$ cat config.mk
export PLATFORM = sky130hd
export DESIGN_NAME = websocket_frame_deframer_flat
export DESIGN_NICKNAME = d
export VERILOG_FILES = /design/src/wfd_pkg.sv /design/src/wfd_if.sv /design/src/wfd_in_stage.sv /design/src/wfd_parser.sv /design/src/websocket_frame_deframer.sv /design/src/flat_wrapper.sv
export SDC_FILE = /design/constraint.sdc
export NUM_CORES = 1
export LEC_CHECK = 0
export BUFFER_PORTS_ARGS = -buffer_cell sky130_fd_sc_hd__buf_2
export CORE_ASPECT_RATIO = 0.75
export CORE_UTILIZATION = 45
export DETAILED_ROUTE_END_ITERATION = 8
export GPL_ROUTABILITY_DRIVEN = 1
export PLACE_DENSITY_LB_ADDON = 0.08
export SYNTH_ARGS = -nofsm -noshare
export SYNTH_HDL_FRONTEND = slang
export SYNTH_SLANG_ARGS = --single-unit
$ cat constraint.sdc
create_clock -name clk -period 3.8 [get_ports clk]
set_input_delay 0.76 -clock clk [delete_from_list [all_inputs] [get_ports clk]]
set_output_delay 0.76 -clock clk [all_outputs]
set_load 0.005 [all_outputs]
$ cat src/wfd_pkg.sv
`default_nettype none
package wfd_pkg;

  localparam logic [2:0] PH_HDR0    = 3'd0;
  localparam logic [2:0] PH_HDR1    = 3'd1;
  localparam logic [2:0] PH_EXTLEN  = 3'd2;
  localparam logic [2:0] PH_MASK    = 3'd3;
  localparam logic [2:0] PH_PAYLOAD = 3'd4;

  localparam logic [2:0] KIND_TEXT         = 3'd0;
  localparam logic [2:0] KIND_TEXT_PART    = 3'd1;
  localparam logic [2:0] KIND_BINARY       = 3'd2;
  localparam logic [2:0] KIND_BINARY_PART  = 3'd3;
  localparam logic [2:0] KIND_PING         = 3'd4;
  localparam logic [2:0] KIND_PONG         = 3'd5;
  localparam logic [2:0] KIND_ERROR        = 3'd6;

  localparam logic [3:0] OP_CONT   = 4'h0;
  localparam logic [3:0] OP_TEXT   = 4'h1;
  localparam logic [3:0] OP_BINARY = 4'h2;
  localparam logic [3:0] OP_PING   = 4'h9;
  localparam logic [3:0] OP_PONG   = 4'hA;

  localparam logic [6:0] LEN7_MAX   = 7'd125;
  localparam logic [6:0] LEN7_EXT16 = 7'd126;
  localparam logic [2:0] EXT16_LEFT = 3'd1;
  localparam logic [2:0] EXT64_LEFT = 3'd7;
  localparam logic [2:0] KEY_LEFT   = 3'd3;

  typedef struct packed {
    logic       valid;
    logic [7:0] data_byte;
  } byte_item_t;

  typedef struct packed {
    logic [7:0] payload_byte;
    logic       has_byte;
    logic [2:0] frame_kind;
    logic       last;
  } result_t;

  function automatic logic [2:0] kind_of(input logic [7:0] hdr);
    logic [2:0] k;
    case (hdr[3:0])
      OP_CONT, OP_TEXT: k = hdr[7] ? KIND_TEXT : KIND_TEXT_PART;
      OP_BINARY:        k = hdr[7] ? KIND_BINARY : KIND_BINARY_PART;
      OP_PING:          k = KIND_PING;
      OP_PONG:          k = KIND_PONG;
      default:          k = KIND_ERROR;
    endcase
    return k;
  endfunction

endpackage
`default_nettype wire

$ cat src/wfd_if.sv
`default_nettype none
interface wfd_in_if;
  logic       valid;
  logic       ready;
  logic [7:0] data_byte;

  modport source (output valid, output data_byte, input ready);
  modport sink (input valid, input data_byte, output ready);
endinterface

interface wfd_out_if;
  logic       valid;
  logic       ready;
  logic [7:0] payload_byte;
  logic       has_byte;
  logic [2:0] frame_kind;
  logic       last;

  modport source (output valid, output payload_byte, output has_byte,
                  output frame_kind, output last, input ready);
  modport sink (input valid, input payload_byte, input has_byte,
                input frame_kind, input last, output ready);
endinterface
`default_nettype wire

$ cat src/wfd_in_stage.sv
`default_nettype none
module wfd_in_stage (
  input  wire logic               clk,
  input  wire logic               rst_n,
  input  wire logic               in_valid,
  input  wire logic [7:0]         in_data_byte,
  output logic                    in_ready,
  input  wire logic               take,
  output wfd_pkg::byte_item_t     item
);

  logic       valid_r;
  logic       valid_nxt;
  logic [7:0] data_r;

  assign in_ready = !valid_r || take;

  always_comb begin
    valid_nxt = valid_r;
    if (in_ready) begin
      valid_nxt = in_valid;
    end
  end

  always_ff @(posedge clk) begin
    if (!rst_n) begin
      valid_r <= 1'b0;
    end else begin
      valid_r <= valid_nxt;
    end
  end

  always_ff @(posedge clk) begin
    if (in_ready && in_valid) begin
      data_r <= in_data_byte;
    end
  end

  assign item.valid     = valid_r;
  assign item.data_byte = data_r;

endmodule
`default_nettype wire

$ cat src/wfd_parser.sv
`default_nettype none
module wfd_parser (
  input  wire logic                clk,
  input  wire logic                rst_n,
  input  wire wfd_pkg::byte_item_t item,
  output logic                     take,
  input  wire logic                out_ready,
  output logic                     out_valid,
  output wfd_pkg::result_t         result
);

  logic [2:0]        phase_r, phase_nxt;
  logic [2:0]        kind_r, kind_nxt;
  logic              mask_on_r, mask_on_nxt;
  logic [2:0]        left_r, left_nxt;
  logic [63:0]       rem_r, rem_nxt;
  logic [31:0]       key_r, key_nxt;
  logic [1:0]        pos_r, pos_nxt;
  logic              out_valid_r;
  wfd_pkg::result_t  res_r;
  wfd_pkg::result_t  res_nxt;
  logic              emit;
  logic              out_free;
  logic [7:0]        b;
  logic [63:0]       rem_sh;
  logic [7:0]        key_byte;
  logic              pay_last;

  assign out_free = !out_valid_r || out_ready;
  assign take     = item.valid && out_free;
  assign b        = item.data_byte;
  assign rem_sh   = {rem_r[55:0], b};
  assign pay_last = (rem_r[63:1] == 63'd0);

  always_comb begin
    case (pos_r)
      2'd0:    key_byte = key_r[31:24];
      2'd1:    key_byte = key_r[23:16];
      2'd2:    key_byte = key_r[15:8];
      default: key_byte = key_r[7:0];
    endcase
  end

  always_comb begin
    phase_nxt   = phase_r;
    kind_nxt    = kind_r;
    mask_on_nxt = mask_on_r;
    left_nxt    = left_r;
    rem_nxt     = rem_r;
    key_nxt     = key_r;
    pos_nxt     = pos_r;
    emit        = 1'b0;
    res_nxt     = '{payload_byte: 8'd0, has_byte: 1'b0, frame_kind: kind_r, last: 1'b1};
    case (phase_r)
      wfd_pkg::PH_HDR0: begin
        kind_nxt  = wfd_pkg::kind_of(b);
        phase_nxt = wfd_pkg::PH_HDR1;
      end
      wfd_pkg::PH_HDR1: begin
        mask_on_nxt = b[7];
        key_nxt     = 32'd0;
        rem_nxt     = 64'd0;
        if (b[6:0] <= wfd_pkg::LEN7_MAX) begin
          rem_nxt = {57'd0, b[6:0]};
          if (b[7]) begin
            left_nxt  = wfd_pkg::KEY_LEFT;
            phase_nxt = wfd_pkg::PH_MASK;
          end else begin
            pos_nxt = 2'd0;
            if (b[6:0] == 7'd0) begin
              phase_nxt = wfd_pkg::PH_HDR0;
              emit      = 1'b1;
            end else begin
              phase_nxt = wfd_pkg::PH_PAYLOAD;
            end
          end
        end else begin
          left_nxt  = (b[6:0] == wfd_pkg::LEN7_EXT16) ? wfd_pkg::EXT16_LEFT
                                                      : wfd_pkg::EXT64_LEFT;
          phase_nxt = wfd_pkg::PH_EXTLEN;
        end
      end
      wfd_pkg::PH_EXTLEN: begin
        rem_nxt = rem_sh;
        if (left_r != 3'd0) begin
          left_nxt = left_r - 3'd1;
        end else if (mask_on_r) begin
          left_nxt  = wfd_pkg::KEY_LEFT;
          phase_nxt = wfd_pkg::PH_MASK;
        end else begin
          pos_nxt = 2'd0;
          if (rem_sh == 64'd0) begin
            phase_nxt = wfd_pkg::PH_HDR0;
            emit      = 1'b1;
          end else begin
            phase_nxt = wfd_pkg::PH_PAYLOAD;
          end
        end
      end
      wfd_pkg::PH_MASK: begin
        key_nxt = {key_r[23:0], b};
        if (left_r != 3'd0) begin
          left_nxt = left_r - 3'd1;
        end else begin
          pos_nxt = 2'd0;
          if (rem_r == 64'd0) begin
            phase_nxt = wfd_pkg::PH_HDR0;
            emit      = 1'b1;
          end else begin
            phase_nxt = wfd_pkg::PH_PAYLOAD;
          end
        end
      end
      wfd_pkg::PH_PAYLOAD: begin
        pos_nxt = pos_r + 2'd1;
        if (rem_r != 64'd0) begin
          rem_nxt = rem_r - 64'd1;
        end
        if (pay_last) begin
          phase_nxt = wfd_pkg::PH_HDR0;
        end
        emit                 = 1'b1;
        res_nxt.payload_byte = mask_on_r ? (b ^ key_byte) : b;
        res_nxt.has_byte     = 1'b1;
        res_nxt.last         = pay_last;
      end
      default: begin
        phase_nxt = wfd_pkg::PH_HDR0;
      end
    endcase
  end

  always_ff @(posedge clk) begin
    if (!rst_n) begin
      phase_r     <= wfd_pkg::PH_HDR0;
      kind_r      <= 3'd0;
      mask_on_r   <= 1'b0;
      left_r      <= 3'd0;
      rem_r       <= 64'd0;
      key_r       <= 32'd0;
      pos_r       <= 2'd0;
      out_valid_r <= 1'b0;
    end else begin
      if (take) begin
        phase_r   <= phase_nxt;
        kind_r    <= kind_nxt;
        mask_on_r <= mask_on_nxt;
        left_r    <= left_nxt;
        rem_r     <= rem_nxt;
        key_r     <= key_nxt;
        pos_r     <= pos_nxt;
      end
      if (out_free) begin
        out_valid_r <= take && emit;
      end
    end
  end

  always_ff @(posedge clk) begin
    if (take && emit) begin
      res_r <= res_nxt;
    end
  end

  assign out_valid = out_valid_r;
  assign result    = res_r;

endmodule
`default_nettype wire

$ cat src/websocket_frame_deframer.sv
// WebSocket frame deframer (receive side).
// in_ch: one byte of a stream of back-to-back frames per transfer
//   (valid/ready; a transfer happens when both are high at a clock edge).
// out_ch: zero or one result per input byte: unmasked payload_byte,
//   has_byte (0 only on the marker of an empty frame), frame_kind and last.
// Header bytes (first byte, length byte, extended length, mask key) give
//   no result, except that the final header byte of an empty frame gives
//   the empty-frame marker.
// Throughput: one byte per cycle while out_ch.ready is high; the parser state advances
//   once per byte, including the 64-bit length counter update.
// Path: the byte is captured in the input register, then the parser writes its
//   result to the result register, which drives out_ch.valid.
// Reset (rst_n low, synchronous): both stages empty, parser waits for the
//   first header byte of a frame.
// Stall: while out_ch.ready is low and a result is held, the parser stops;
//   the input register takes at most one more byte, then in_ch.ready drops.
`default_nettype none
module websocket_frame_deframer (
  input  wire logic clk,
  input  wire logic rst_n,
  wfd_in_if.sink    in_ch,
  wfd_out_if.source out_ch
);

  wfd_pkg::byte_item_t item;
  wfd_pkg::result_t    result;
  logic                take;
  logic                in_ready;
  logic                out_valid;

  wfd_in_stage u_in_stage (
    .clk          (clk),
    .rst_n        (rst_n),
    .in_valid     (in_ch.valid),
    .in_data_byte (in_ch.data_byte),
    .in_ready     (in_ready),
    .take         (take),
    .item         (item)
  );

  wfd_parser u_parser (
    .clk       (clk),
    .rst_n     (rst_n),
    .item      (item),
    .take      (take),
    .out_ready (out_ch.ready),
    .out_valid (out_valid),
    .result    (result)
  );

  assign in_ch.ready         = in_ready;
  assign out_ch.valid        = out_valid;
  assign out_ch.payload_byte = result.payload_byte;
  assign out_ch.has_byte     = result.has_byte;
  assign out_ch.frame_kind   = result.frame_kind;
  assign out_ch.last         = result.last;

endmodule
`default_nettype wire

$ cat src/flat_wrapper.sv
// flat-port wrapper written by rule: the top's interface ports become plain ports
module websocket_frame_deframer_flat 
  (clk, rst_n, in_ch_valid, in_ch_data_byte, in_ch_ready, out_ch_valid, out_ch_payload_byte, out_ch_has_byte, out_ch_frame_kind, out_ch_last, out_ch_ready);
  wfd_in_if in_ch_i ();
  wfd_out_if out_ch_i ();
  input  wire logic clk;
  input  wire logic rst_n;
  input wire logic [$bits(in_ch_i.valid)-1:0] in_ch_valid;
  input wire logic [$bits(in_ch_i.data_byte)-1:0] in_ch_data_byte;
  output wire logic [$bits(in_ch_i.ready)-1:0] in_ch_ready;
  output wire logic [$bits(out_ch_i.valid)-1:0] out_ch_valid;
  output wire logic [$bits(out_ch_i.payload_byte)-1:0] out_ch_payload_byte;
  output wire logic [$bits(out_ch_i.has_byte)-1:0] out_ch_has_byte;
  output wire logic [$bits(out_ch_i.frame_kind)-1:0] out_ch_frame_kind;
  output wire logic [$bits(out_ch_i.last)-1:0] out_ch_last;
  input wire logic [$bits(out_ch_i.ready)-1:0] out_ch_ready;
  assign in_ch_i.valid = in_ch_valid;
  assign in_ch_i.data_byte = in_ch_data_byte;
  assign in_ch_ready = in_ch_i.ready;
  assign out_ch_valid = out_ch_i.valid;
  assign out_ch_payload_byte = out_ch_i.payload_byte;
  assign out_ch_has_byte = out_ch_i.has_byte;
  assign out_ch_frame_kind = out_ch_i.frame_kind;
  assign out_ch_last = out_ch_i.last;
  assign out_ch_i.ready = out_ch_ready;
  websocket_frame_deframer u_core (.clk(clk), .rst_n(rst_n), .in_ch(in_ch_i), .out_ch(out_ch_i));
endmodule
== Word level (Yosys, flattened, before mapping) ==
Cells that the tools add are included.

* Logic and storage cells: 110
* RAM bits: 0
* ROM bits: 0
* Latch bits: 0
* Bits in registers: 131
* Output and inout port bits: 15
* Memories: 0

* Multiplexer cells: 42
* Div/mod/pow operators: 0
* Eq/ne operators: 21
* Bitwise gates (word level): 1
* Shifts and indexed selects: 0
* $lt $le $gt $ge: 1
* Reductions and logical operators: 28
* $mul: 0
* $add $sub $neg: 3

{| class="wikitable"
|+ Operators with widths
! operator !! number
|-
| one-hot mux 64 bit (3 select lines) || 1
|-
| logical NOT 64 bit || 2
|-
| two-way mux 64 bit || 1
|-
| one-hot mux 32 bit (2 select lines) || 1
|-
| nonzero test 64 bit || 1
|-
| subtractor 64 x 1 -> 64 bit, second input constant || 1
|-
| logical NOT 63 bit || 1
|-
| two-way mux 3 bit || 15
|-
| one-hot mux 8 bit (3 select lines) || 1
|-
| != test 2 bit, second input constant || 8
|-
| one-hot mux 3 bit (5 select lines) || 1
|-
| one-hot mux 3 bit (4 select lines) || 1
|-
| two-way mux 1 bit || 11
|-
| two-way mux 2 bit || 5
|-
| one-hot mux 3 bit (3 select lines) || 1
|-
| nonzero test 3 bit || 3
|-
| == test 4 bit, second input constant || 2
|-
| two-way mux 8 bit || 1
|-
| one-hot mux 2 bit (4 select lines) || 1
|-
| bitwise XOR 8 bit || 1
|-
| == test 7 bit, second input constant || 1
|-
| less-or-equal comparator 7 bit, second input constant || 1
|-
| logical NOT 7 bit || 1
|-
| two-way mux 7 bit || 1
|-
| other kinds (26) || 33
|}

== Depth between registers and ports, before layout ==
* Depth in word-level cells: 6
* Depth in mapped cells: 10
* Mapped depth without buffers: 8

== By module ==
A second synthesis with hierarchy kept.

* Cells, all modules: 921
* Area total of the unflattened synthesis: 7288.2 sq um

{| class="wikitable"
|+ Modules (own cells, without submodules)
! module !! area an instance (sq um) !! times used !! cells an instance
|-
| wfd_parser || 6982.9 || 1 || 907
|-
| wfd_in_stage || 305.3 || 1 || 14
|}

== Worst setup path before layout ==
Ideal clock, no wire load.

* Path kind: register to register
* Start point: register u_core.u_parser.rem_r[1]
* End point: register u_core.u_parser.res_r, in the netlist u_core.u_parser.result[0], enable pin
* Buffers on the path: 0
* Data arrival time: 2.360 ns
* Data required time: 3.418 ns
* Stages on the path, launching flop included: 9
* Clock period less this slack: 2.743 ns
* Slack: 1.057 ns
* Path through: dfxtp_1 -> inv_1 -> ha_1 -> nor2b_1 -> nand4_4 -> nor4_4 -> a32o_1 -> nor2_1 -> nor2_1

* Word-level cells in the longest chain between the ends: 6

{| class="wikitable"
|+ Ends and longest elaborated chain
! element !! line !! text
|-
| start, declared || wfd_parser.sv:16 || <nowiki>logic [63:0] rem_r, rem_nxt;</nowiki>
|-
| start signal, assigned || wfd_parser.sv:149 || <nowiki>rem_r <= rem_nxt;</nowiki>
|-
| logical NOT 64 bit || wfd_parser.sv:92 || <nowiki>if (rem_sh == 64'd0) begin</nowiki>
|-
| two-way mux 1 bit || wfd_parser.sv:92 ||
|-
| two-way mux 1 bit || wfd_parser.sv:87 || <nowiki>end else if (mask_on_r) begin</nowiki>
|-
| two-way mux 1 bit || wfd_parser.sv:85 || <nowiki>if (left_r != 3'd0) begin</nowiki>
|-
| one-hot mux 1 bit (4 select lines) * || wfd_parser.sv:54 || <nowiki>case (phase_r)</nowiki>
|-
| logical AND 1 bit * || wfd_parser.sv:160 || <nowiki>if (take && emit) begin</nowiki>
|-
| end signal, assigned || wfd_parser.sv:161 || <nowiki>res_r <= res_nxt;</nowiki>
|-
| end, declared || wfd_parser.sv:20 || <nowiki>wfd_pkg::result_t res_r;</nowiki>
|}

Every way passes the cells marked *; elsewhere a longest branch is shown, timed or not.
A chain may end at the register's enable or synchronous reset.

== Worst setup path in the final report ==
* Start point: register u_core.u_parser.rem_r[1]
* End point: register u_core.u_parser.rem_r[49]

* Word-level cells in the longest chain between the ends: 3

{| class="wikitable"
|+ Ends and longest elaborated chain
! element !! line
|-
| subtractor 64 x 1 -> 64 bit or nonzero test 64 bit (tied branches) || wfd_parser.sv:117, wfd_parser.sv:116
|-
| two-way mux 64 bit or != test 2 bit (tied branches) || -
|-
| one-hot mux 64 bit (3 select lines) or AND reduction 3 bit (tied branches) || -
|}

Several ways; a longest one is shown, not always the timed one. The select of a mux whose other input is x is not followed.

==> flow_summary_export.csv <==
group,metric,value,unit
outcome,status,"complete, no violations",
placement,place_inst,1175,
critical_path,cp-end-kind,"flip-flop",
sta,fin_tns_setup,0,ns
grt,track_usage,0.277,
clock_tree,clock_tree.root_cell,"clkbuf_16",
sta,fmax,329,MHz
floorplanning,core_area,16200,sq um
grt,grt_max_degree,67,
drt,drt_iter0_drc,1015,
floorplanning,die-height,114,um
sta,relSlewSlack,0.395,
drt,drc,0,
grt,gr-total-overflow,0,
clock_tree,path_clk_slew,0.06,ns
layout,multiInputGateArea,4330,sq um
power,power.density,410,nW/um^2
logic_synthesis,synthDistinctLibCells,69,
sta,finalMaxSlewViolations,0,
layout,antennaDiodeCount,0,
clock_tree,cts_inserted_buffers,17,
drt,route.detailed.wl_per_inst,19.2,um
floorplanning,die_w,152,um
sta,rsz0062_at_grt,"false",
clock_tree,clock_latency,0.43,ns
critical_path,worstSetupStartpointType,"flip-flop",
grt,grt_pass1_wl,37400,um
logic_synthesis,syn-cell-area,7550,sq um
logic_synthesis,yosysSeqAreaShare,0.375,
logic_synthesis,ys.flop_type,"dfxtp_1",
floorplanning,start_util,0.466,
drt,vias,7598,
critical_path,path_class,"flip-flop to flip-flop",
layout,final_cells,1207,
power,p_leak,3.00,nW
sta,min_period,3.04,ns
placement,dp_hpwl,14900,um
clock_tree,cts_sinks,131,
drt,vias_per_cell,6.29,
drt,drt-total-wl,23200,um
sta,skew,0.00797,ns
sta,min_period_over_period,0.799,
sta,tightest_slew,0.900,ns
placement,pre_cts_ws,0.822,ns
placement,gp_congestion,0.825,
clock_tree,cts_hold_buf,0,
layout,finalNetCount,1003,
layout,num-fill-cells,1589,
placement,io_buffers,26,
logic_synthesis,syn_nets,1006,
clock_tree,clk_path_buf_depth,2,
grt,grt_pass1_vias,6626,
clock_tree,cts_tree,"yes",
critical_path,worst_ep_arrival_time,3.39,ns
critical_path,critPathRequiredTime,4.15,ns
sta,fin_ws,0.762,ns
drt,ant_nets,0,
layout,seq_area,2830,sq um
run,drv_cap,0,
grt,antenna_found_initial,0,
logic_synthesis,synth_seq_cells,131,
worst_hold_path,hold_path.class,"flip-flop to flip-flop",
logic_synthesis,syn-instance-count,987,
drt,first_pass_iters,5,
power,ir_drop,222,uV
logic_synthesis,yosysWarnings,0,
clock_tree,htree_levels,4,
floorplanning,rows,40,
layout,drive_gt1_frac,0.119,
sta,setup_violations,0,
logic_synthesis,synth_edf_count,21,
floorplanning,die_area,17300,sq um
critical_path,crit_path_max_fanout,50,
layout,area.growth.synth_to_final,12.5,%
layout,layout_commonest_cell,"nand2_1",
sta,hold_violations,0,
layout,final_cell_mix,"145 x nand2_1, 120 x a21oi_1, 110 x dfxtp_1",
logic_synthesis,avgSynthCellArea,7.65,sq um
floorplanning,num_io_pins,27,
logic_synthesis,async_reset_ff_frac,0,
clock_tree,post-cts-setup-buffers,0,
clock_tree,post_cts_resized,0,
==> Yosys cell counts, drive strengths merged (14+ instances only) <==
library cell  count  area share
nand2           145       0.072
a21oi           120       0.080
dfxtp           110        0.29
nor2             96       0.048
o21ai            67       0.044
clkbuf           63       0.032
nand3            50       0.033
nor3             46       0.032
nor4             28       0.035
edfxtp           21       0.084
buf              19       0.015
nand4            19       0.019
a32o             16       0.021
a22o             14       0.016
inv              14      0.0070
==> worst max-delay path, stage by stage (launching register included) <==
cell and delay (ns):
dfxtp_1 0.35, inv_1 0.11, ha_1 0.19, nor2b_1 0.47, nand4_4 0.22, nor4_4 0.48
o211a_4 0.53, buf_12 0.28, o21ai_0 0.13, a21oi_1 0.16
==> metal layers <==
metal | track usage | vias up | share of wire
met1 | 0.455 | 3628 | 0.52
met4 | 0.0594 | 0 | 0.0065
met2 | 0.357 | 316 | 0.40
met5 | 0 | - | 0
li1 | - | 3640 | -
met3 | 0.0522 | 14 | 0.079
==> final timing paths <==
path | start | end | slack, ns | cells after the start
max reg2reg | u_core.u_parser.rem_r[1] | u_core.u_parser.rem_r[49] | 0.76 | 9
max | u_core.u_parser.rem_r[1] | u_core.u_parser.rem_r[49] | 0.76 | 9
min | u_core.u_parser.kind_r[1] | u_core.u_parser.result[2] | 0.43 | 0
min reg2reg | u_core.u_parser.kind_r[1] | u_core.u_parser.result[2] | 0.43 | 0
==> state kept, by name (all words and copies together) (netlist names) <==
signal / flops
u_core.u_in_stage.valid_r: 1
u_core.u_parser.kind_r: 3
u_core.u_parser.left_r: 3
u_core.u_parser.mask_on_r: 1
u_core.u_parser.result: 13
u_core.u_parser.key_r: 32
u_core.u_parser.out_valid: 1
u_core.u_parser.phase_r: 3
u_core.u_parser.pos_r: 2
u_core.u_parser.rem_r: 64
u_core.u_in_stage.data_r: 8
==> stage by stage <==
stage	area, sq um	util	hold slack (ns)	power, W
detailed placement	7880	0.486	0.421	0.00180
finish	8490	0.524	0.433	0.00348
floorplan	7550	-	0.409	0.00169
global placement	7880	0.486	0.416	0.00180
CTS	8490	0.524	0.435	0.00349
global route	8490	0.524	0.452	0.00359
==> cell type report <==
cell class,instances,share of cell area
Timing Repair Buffer,60,0.0469
Sequential cell,131,0.334
Tap cell,210,0.0309
Inverter,14,0.00634
Clock buffer,21,0.0592
Multi-Input combinational cell,760,0.510
Clock inverter,11,0.0131
==> logic make-up after synthesis <==
kind of cell / share of synthesized area
simple gates: 0.283
compound gates: 0.263
flops: 0.375
buf+inv: 0.0535
xor+xnor: 0.0128
fa+ha+maj: 0.0116
mux: 0.00133
==> where the power goes <==
| group | internal [W] | switching [W] |
|---|---|---|
| Clock | 0.00102 | 0.000677 |
| Sequential | 0.00142 | 0.0000246 |
| Combinational | 0.000106 | 0.000226 |
Note: power is estimated with default switching activity, not from simulation.
